### config.mk
export PLATFORM = sky130hd
export DESIGN_NAME = clp_emit_flat
export DESIGN_NICKNAME = d
export VERILOG_FILES = /design/src/design/clp_pkg.sv /design/src/design/clp_out_if.sv /design/src/design/clp_emit.sv /design/src/flat_wrapper.sv
export SDC_FILE = /design/constraint.sdc
export NUM_CORES = 1
export LEC_CHECK = 0
export ABC_CLOCK_PERIOD_IN_PS = 33900
export BUFFER_PORTS_ARGS = -buffer_cell sky130_fd_sc_hd__buf_2
export CORE_MARGIN = 5
export CORE_UTILIZATION = 25
export CTS_CLUSTER_SIZE = 10
export DETAILED_ROUTE_END_ITERATION = 10
export PLACE_DENSITY = 0.5
export SETUP_SLACK_MARGIN = 0.15
export SLEW_MARGIN = 25
export SYNTH_ARGS = -nofsm -noshare
export SYNTH_HDL_FRONTEND = slang
export SYNTH_SLANG_ARGS = --single-unit
### constraint.sdc
create_clock -name clk -period 33.9 [get_ports clk]
set_input_delay 1.695 -clock clk [delete_from_list [all_inputs] [get_ports clk]]
set_output_delay 1.695 -clock clk [all_outputs]
set_load 0.01 [all_outputs]
### src/design/clp_pkg.sv
// Shared types, register codes and vertex classification for the plane clipper.
`default_nettype none
package clp_pkg;

	localparam int CFG_IDX_W = 3;

	typedef enum logic [CFG_IDX_W-1:0] {
		REG_POINT_X  = 3'd0,
		REG_POINT_Y  = 3'd1,
		REG_POINT_Z  = 3'd2,
		REG_NORMAL_X = 3'd3,
		REG_NORMAL_Y = 3'd4,
		REG_NORMAL_Z = 3'd5
	} cfg_reg_e;

	// inside count plus inside/outside vertex lists in v1, v2, v3 order
	typedef struct packed {
		logic [1:0] n_in;
		logic [1:0] i0;
		logic [1:0] i1;
		logic [1:0] o0;
		logic [1:0] o1;
	} clp_class_t;

	// bit i of neg set means vertex i lies on the dropped side
	function automatic clp_class_t classify(input logic [2:0] neg);
		clp_class_t c;
		c = '0;
		unique case (neg)
			3'b000: begin c.n_in = 2'd3; c.i0 = 2'd0; c.i1 = 2'd1; end
			3'b001: begin c.n_in = 2'd2; c.i0 = 2'd1; c.i1 = 2'd2; c.o0 = 2'd0; end
			3'b010: begin c.n_in = 2'd2; c.i0 = 2'd0; c.i1 = 2'd2; c.o0 = 2'd1; end
			3'b100: begin c.n_in = 2'd2; c.i0 = 2'd0; c.i1 = 2'd1; c.o0 = 2'd2; end
			3'b011: begin c.n_in = 2'd1; c.i0 = 2'd2; c.o0 = 2'd0; c.o1 = 2'd1; end
			3'b101: begin c.n_in = 2'd1; c.i0 = 2'd1; c.o0 = 2'd0; c.o1 = 2'd2; end
			3'b110: begin c.n_in = 2'd1; c.i0 = 2'd0; c.o0 = 2'd1; c.o1 = 2'd2; end
			3'b111: begin c.n_in = 2'd0; end
		endcase
		return c;
	endfunction

endpackage
`default_nettype wire

### src/design/clp_out_if.sv
// Output triangle channel.
`default_nettype none
interface clp_out_if #(parameter int W = 32);
	logic                valid;
	logic                ready;
	logic signed [W-1:0] out_v1_x, out_v1_y, out_v1_z;
	logic signed [W-1:0] out_v2_x, out_v2_y, out_v2_z;
	logic signed [W-1:0] out_v3_x, out_v3_y, out_v3_z;
	logic [15:0]         out_color;
	logic [15:0]         out_glyph;
	logic                last;

	modport source(output valid, out_v1_x, out_v1_y, out_v1_z, out_v2_x, out_v2_y,
		out_v2_z, out_v3_x, out_v3_y, out_v3_z, out_color, out_glyph, last, input ready);
	modport sink(input valid, out_v1_x, out_v1_y, out_v1_z, out_v2_x, out_v2_y,
		out_v2_z, out_v3_x, out_v3_y, out_v3_z, out_color, out_glyph, last, output ready);
endinterface
`default_nettype wire

### src/design/clp_emit.sv
// Output register: builds up to two result triangles and hands them out one per transaction.
`default_nettype none
module clp_emit import clp_pkg::*; #(
	parameter int W = 32
) (
	input  wire logic                clk,
	input  wire logic                arst_n,
	input  wire logic                in_valid,
	input  wire clp_class_t          cls,
	input  wire logic signed [W-1:0] vtx [3][3],
	input  wire logic signed [W-1:0] x0 [3],
	input  wire logic signed [W-1:0] x1 [3],
	input  wire logic [15:0]         color_in,
	input  wire logic [15:0]         glyph_in,
	output logic                     can_load,
	clp_out_if.source                tri_out
);
	logic                full_q, second_q, two_q;
	logic signed [W-1:0] t0_q [3][3];
	logic signed [W-1:0] t1_q [3][3];
	logic signed [W-1:0] t0 [3][3];
	logic signed [W-1:0] t1 [3][3];
	logic signed [W-1:0] sel [3][3];
	logic [15:0]         color_q, glyph_q;
	logic                take, done, load;

	assign take     = full_q && tri_out.ready;
	assign done     = take && (!two_q || second_q);
	assign can_load = !full_q || done;
	assign load     = in_valid && can_load && (cls.n_in != 2'd0);

	always_comb begin
		t0 = vtx;
		t1[0] = vtx[cls.i1];
		t1[1] = x0;
		t1[2] = x1;
		unique case (cls.n_in)
			2'd1: begin
				t0[0] = vtx[cls.i0];
				t0[1] = x0;
				t0[2] = x1;
			end
			2'd2: begin
				t0[0] = vtx[cls.i0];
				t0[1] = vtx[cls.i1];
				t0[2] = x0;
			end
			2'd0, 2'd3: t0 = vtx;
		endcase
	end

	always_ff @(posedge clk or negedge arst_n) begin
		if (!arst_n) begin
			full_q   <= 1'b0;
			second_q <= 1'b0;
		end else if (load) begin
			full_q   <= 1'b1;
			second_q <= 1'b0;
		end else if (done) begin
			full_q   <= 1'b0;
			second_q <= 1'b0;
		end else if (take) begin
			second_q <= 1'b1;
		end
	end

	always_ff @(posedge clk) begin
		if (load) begin
			t0_q    <= t0;
			t1_q    <= t1;
			two_q   <= (cls.n_in == 2'd2);
			color_q <= color_in;
			glyph_q <= glyph_in;
		end
	end

	assign sel = second_q ? t1_q : t0_q;

	assign tri_out.valid     = full_q;
	assign tri_out.out_v1_x  = sel[0][0];
	assign tri_out.out_v1_y  = sel[0][1];
	assign tri_out.out_v1_z  = sel[0][2];
	assign tri_out.out_v2_x  = sel[1][0];
	assign tri_out.out_v2_y  = sel[1][1];
	assign tri_out.out_v2_z  = sel[1][2];
	assign tri_out.out_v3_x  = sel[2][0];
	assign tri_out.out_v3_y  = sel[2][1];
	assign tri_out.out_v3_z  = sel[2][2];
	assign tri_out.out_color = color_q;
	assign tri_out.out_glyph = glyph_q;
	assign tri_out.last      = !two_q || second_q;

endmodule
`default_nettype wire

### src/flat_wrapper.sv
// flat-port wrapper written by rule: the top's interface ports become plain ports
module clp_emit_flat import clp_pkg::*;
#(
	parameter int W = 32
)
  (clk, arst_n, in_valid, cls, vtx, x0, x1, color_in, glyph_in, can_load, tri_out_valid, tri_out_out_v1_x, tri_out_out_v1_y, tri_out_out_v1_z, tri_out_out_v2_x, tri_out_out_v2_y, tri_out_out_v2_z, tri_out_out_v3_x, tri_out_out_v3_y, tri_out_out_v3_z, tri_out_out_color, tri_out_out_glyph, tri_out_last, tri_out_ready);
  clp_out_if #(.W(W)) tri_out_i ();
  input  wire logic clk;
  input  wire logic arst_n;
  input  wire logic in_valid;
  input  wire clp_class_t cls;
  input  wire logic signed [W-1:0] vtx[3][3];
  input  wire logic signed [W-1:0] x0[3];
  input  wire logic signed [W-1:0] x1[3];
  input  wire logic [15:0] color_in;
  input  wire logic [15:0] glyph_in;
  output logic can_load;
  output wire logic [$bits(tri_out_i.valid)-1:0] tri_out_valid;
  output wire logic [$bits(tri_out_i.out_v1_x)-1:0] tri_out_out_v1_x;
  output wire logic [$bits(tri_out_i.out_v1_y)-1:0] tri_out_out_v1_y;
  output wire logic [$bits(tri_out_i.out_v1_z)-1:0] tri_out_out_v1_z;
  output wire logic [$bits(tri_out_i.out_v2_x)-1:0] tri_out_out_v2_x;
  output wire logic [$bits(tri_out_i.out_v2_y)-1:0] tri_out_out_v2_y;
  output wire logic [$bits(tri_out_i.out_v2_z)-1:0] tri_out_out_v2_z;
  output wire logic [$bits(tri_out_i.out_v3_x)-1:0] tri_out_out_v3_x;
  output wire logic [$bits(tri_out_i.out_v3_y)-1:0] tri_out_out_v3_y;
  output wire logic [$bits(tri_out_i.out_v3_z)-1:0] tri_out_out_v3_z;
  output wire logic [$bits(tri_out_i.out_color)-1:0] tri_out_out_color;
  output wire logic [$bits(tri_out_i.out_glyph)-1:0] tri_out_out_glyph;
  output wire logic [$bits(tri_out_i.last)-1:0] tri_out_last;
  input wire logic [$bits(tri_out_i.ready)-1:0] tri_out_ready;
  assign tri_out_valid = tri_out_i.valid;
  assign tri_out_out_v1_x = tri_out_i.out_v1_x;
  assign tri_out_out_v1_y = tri_out_i.out_v1_y;
  assign tri_out_out_v1_z = tri_out_i.out_v1_z;
  assign tri_out_out_v2_x = tri_out_i.out_v2_x;
  assign tri_out_out_v2_y = tri_out_i.out_v2_y;
  assign tri_out_out_v2_z = tri_out_i.out_v2_z;
  assign tri_out_out_v3_x = tri_out_i.out_v3_x;
  assign tri_out_out_v3_y = tri_out_i.out_v3_y;
  assign tri_out_out_v3_z = tri_out_i.out_v3_z;
  assign tri_out_out_color = tri_out_i.out_color;
  assign tri_out_out_glyph = tri_out_i.out_glyph;
  assign tri_out_last = tri_out_i.last;
  assign tri_out_i.ready = tri_out_ready;
  clp_emit #(.W(W)) u_core (.clk(clk), .arst_n(arst_n), .in_valid(in_valid), .cls(cls), .vtx(vtx), .x0(x0), .x1(x1), .color_in(color_in), .glyph_in(glyph_in), .can_load(can_load), .tri_out(tri_out_i));
endmodule
; ---- Yosys cells after proc, flatten, opt, wreduce, memory -nomap -nowiden
; Index checks and enable logic that the tools add are counted.
[classes]
n_lt_le_gt_ge = 2
eq_ne = 3
mux = 13
n_bitwise = 2
n_reduce_logical = 13
[op_table]
columns = op, n
row1 = $pmux W288 S3, 1
row2 = $bmux W96 S2, 2
row3 = $mux W96, 4
row4 = $mux W288, 1
row5 = $ge A3 B3 Y1 const B, 2
row6 = $not A2 Y3, 2
row7 = $mux W1, 5
row8 = $eq A2 B2 Y1 const B, 2
row9 = $logic_and A1 B1 Y1, 4
row10 = $reduce_bool A2 Y1, 2
row11 = $reduce_bool A3 Y1, 1
row12 = $eq A2 B1 Y1 const B, 1
row13 = $logic_not A1 Y1, 2
row14 = $logic_not A2 Y1, 1
row15 = $logic_or A1 B1 Y1, 2
row16 = $reduce_or A2 Y1, 1
[word_totals]
register_bits = 611
inputBits = 526
out_inout_bits = 323

; ---- Logic depth before layout (Yosys ltp)
[depth]
ltp_word = 7
depth_mapped = 9

; ---- Worst setup path before layout
; No wires, ideal clock.
[synth_timing]
path_kind = input to register
start = input port cls[8] (netlist bit)
end = register u_core.t0_q[0] (netlist bit) (enable)
setup_time_ns = 1.669
arrival_ns = 28.848
path_slack_ns = 3.383
cell_stages = 4
n_path_buf = 0
cell_sequence = inv_1 > ha_1 > nand2b_1 > nor2b_1
[synth_between]
elab_chain_len = 2
[synth_lines]
columns = item, line_no
row1 = start: declaration, flat_wrapper.sv:11  ; input wire clp_class_t cls;
row2 = $reduce_bool A2 Y1, clp_emit.sv:30  ; assign load = in_valid && can_load && (cls.n_in != 2'd0);
row3 = $logic_and A1 B1 Y1, clp_emit.sv:30
row4 = via u_core.load, clp_emit.sv:25  ; logic take, done, load;
row5 = end signal: assignment, clp_emit.sv:69  ; t0_q <= t0;
row6 = end: declaration, clp_emit.sv:19  ; logic signed [W-1:0] t0_q [3][3];
; The timed path passes the listed nets, and every way through them passes these cells.
; A chain may end at the register's enable or synchronous reset.

; ---- Worst setup path in the final report
[layout_timing]
start = input port cls[8] (netlist bit)
end = register u_core.t0_q[126] (netlist bit) (enable)
; The elaborated chain is that of the path after synthesis.

==> metrics.cfg <==
[synthesis]
synth-seq-area-share = 0.591
ys_seq_elements = 611
yosys_warnings = 0
syn_nets = 3037
netlist.top_cell.by_area = edfxtp_1
synth_flop_cell = edfxtp_1
yosysTopAreaCellShare = 0.589
synth_top_cells_by_area = edfxtp_1, mux2_2, nand2_1, a221o_1, mux2i_1
synthCells = 2508
synth_edf_count = 609
syn-cell-area_um2 = 31000
synth_cell_types = 31
ys_async_sr_fraction = 0.00327
syn_area_per_cell_um2 = 12.4

[setup_path]
critPathCaptureType = register
rr_worst_depth = 8
startpoint_type = input pin
r2r_start = u_core.second_q
criticalPathCategory = input pin to register
crit_fanout = 173
r2r_setup_slack_ns = 28.41
required_ns = 34.12
worstPathArrival_ns = 5.91
reg2reg_to = u_core.t0_q[126]

[clock_network]
cts-hold-fix-buffers = 0
htreeDepth = 3
cts_made_buffers = 76
cts_sinks = 611
cts_root_buffer = clkbuf_16
cts_tree = yes
clock_latency_ns = 0.62
clockBufferDepth = 3
cts_setup_buffers = 0
clkTransAtPathRegs_ns = 0.05
cts_resized = 0

[detailed_routing]
drt-total-wl_mm = 127
dr.first_iter.drc_count = 2294
wl_met2_mm = 60.0
route.met3.wl_mm = 13.0
vias = 25300
first_pass_iters = 7
antenna_left = 0
avgRoutedWirePerCell_um = 25.7
drc_errors = 0
wl_met1_mm = 50.5
vias_per_cell = 5.14
top_layer_used = met5

[grt]
first_global_vias = 24600
grt_max_degree = 174
grt_pass1_wl_mm = 178
grt-ovfl-total = 0
antenna_found_initial = 71
grt_use_total = 0.182

[placement]
globalplace.congestion = 0.818
placed_cells = 4786
dp_hpwl_mm = 87.2
port_buffers = 844

[timing]
grt_setup_unrepaired = no
setup_viol = 0
slew_violations = 0
fin_tns_setup_ns = 0
period_needed_ns = 5.69
relSlewSlack = 0.252
fmax_mhz = 176
fin_crit_sh = 0.168
hold_violations = 0
tightest_slew_ns = 1.12
clock_skew_ns = 0.0188

[floorplanning]
fp.coreArea_um2 = 123000
die_area_um2 = 131000
initial_core_util = 0.251
fp.dieW_um = 362
io_pins = 849
rows = 129
die_h_um = 362

[power]
switching_power_uw = 613
seqPwrFrac = 0.431
p_leak_nw = 14.7
combPwrFrac = 0.218
power_density_nw_per_um2 = 54.6
pwr-share-clk = 0.351
peakVddDrop_mv = 0.0740
p_int_mw = 1.52
switching_share = 0.288

[final_layout]
drive_above_1_share = 0.391
nFillCells = 12800
fin_cells = 4926
final_cell_mix = buf_2, edfxtp_1, nand2_1
fin_nets = 3757
register_area_um2 = 18300
syn2layout_area_growth_pct = 25.6
multi_input_area_um2 = 11700
postLayoutCoreUtil = 0.316
final_common_cell = buf_2

[min_path]
whs_endpoint = u_core.second_q
hold_depth = 2
min_from = u_core.tri_out.valid
hp-class = register to register

[flow_run]
maxCapViolations = 0

[outcome]
status = finished clean

area by class of cell:
class	instances	share of cell area
Inverter	5	0.000930
Tap cell	1637	0.0525
Antenna cell	27	0.00173
Clock inverter	17	0.00446
Multi-Input combinational cell	1648	0.300
Clock buffer	95	0.0517
Sequential cell	611	0.470
Timing Repair Buffer	886	0.118
sequential cells by signal, summed over array words and instances (netlist names):
signal,cells
u_core.tri_out.out_color,16
u_core.tri_out.out_glyph,16
u_core.two_q,1
u_core.second_q,1
u_core.t0_q,288
u_core.t1_q,288
u_core.tri_out.valid,1
power by group through the flow:
stage	Clock [mW]	Combinational [mW]	Sequential, mW
finish	0.748	0.464	0.918
global route	0.797	0.499	0.923
CTS	0.769	0.471	0.919
detailed placement	0	0.470	0.934
global placement	0	0.468	0.932
floorplan	0	0.256	0.990
kinds of logic (layout without fill, tap and decap cells):
| group | Yosys count | in the layout | synth area share |
|---|---|---|---|
| buffers and inverters | 249 | 1003 | 0.0342 |
| AND/OR/NAND/NOR | 490 | 490 | 0.0601 |
| other | 0 | 27 | 0 |
| AO/OA/AOI/OAI | 771 | 771 | 0.178 |
| flip-flops | 611 | 611 | 0.591 |
| multiplexers | 384 | 384 | 0.135 |
| adder cells (fa/ha/maj) | 3 | 3 | 0.00121 |
routing by layer:
metal / up-vias / track usage
met2: 1154 / 0.303
met1: 12600 / 0.225
li1: 11300 / -
met5: - / 0
met3: 211 / 0.0647
met4: 36 / 0.0440
worst max-delay path, stage by stage:
cell and delay (ns):
buf_2 0.11, inv_1 0.08, ha_1 0.19, nand2b_1 0.19, nor2b_4 0.12, buf_4 0.73, buf_4 0.83, buf_4 0.89
buf_12 0.61
synth_stat cells, types with 2 or more instances:
library cell and number:
nand3b_1 2, nand2_1 385, edfxtp_1 609, o21ai_0 106, buf_4 3, o22ai_1 88
a22oi_1 96, buf_2 62, buf_1 23, buf_6 5, a221o_1 96, ha_1 3
clkbuf_1 151, a21oi_1 95, nor2b_1 2, o211ai_1 96, inv_1 4, o2111ai_1 95
mux2i_1 96, a21o_1 95, nand2b_1 2, mux2_2 288, nor2_1 97, dfrtp_1 2
per-stage QoR:
| stage | setup WS [ns] | cell area (um2) | hold WS, ns | power (mW) |
|---|---|---|---|---|
| after global placement | 27.66 | 36700 | 0.589 | 1.40 |
| after detailed placement | 27.61 | 36700 | 0.595 | 1.40 |
| after CTS | 28.12 | 38900 | 0.613 | 2.16 |
| after global routing | 28.00 | 38900 | 0.649 | 2.22 |
| after floorplan | 3.38 | 31000 | 0.594 | 1.25 |
| final | 28.21 | 39000 | 0.604 | 2.13 |
worst max path at each step:
stage	startpoint	end	slack [ns]	cells past startpoint
2_1_floorplan	cls[8]	u_core.t0_q[0]	3.38	4
4_1_cts	u_core.second_q	tri_out_out_v1_z[8]	28.12	5
3_3_place_gp	cls[8]	u_core.t0_q[28]	27.66	9
6_report	cls[8]	u_core.t0_q[126]	28.21	9
5_1_grt	cls[8]	u_core.t0_q[126]	28.00	9
3_5_place_dp	cls[8]	u_core.t0_q[126]	27.61	9
Power figures use the tool's default switching activity.
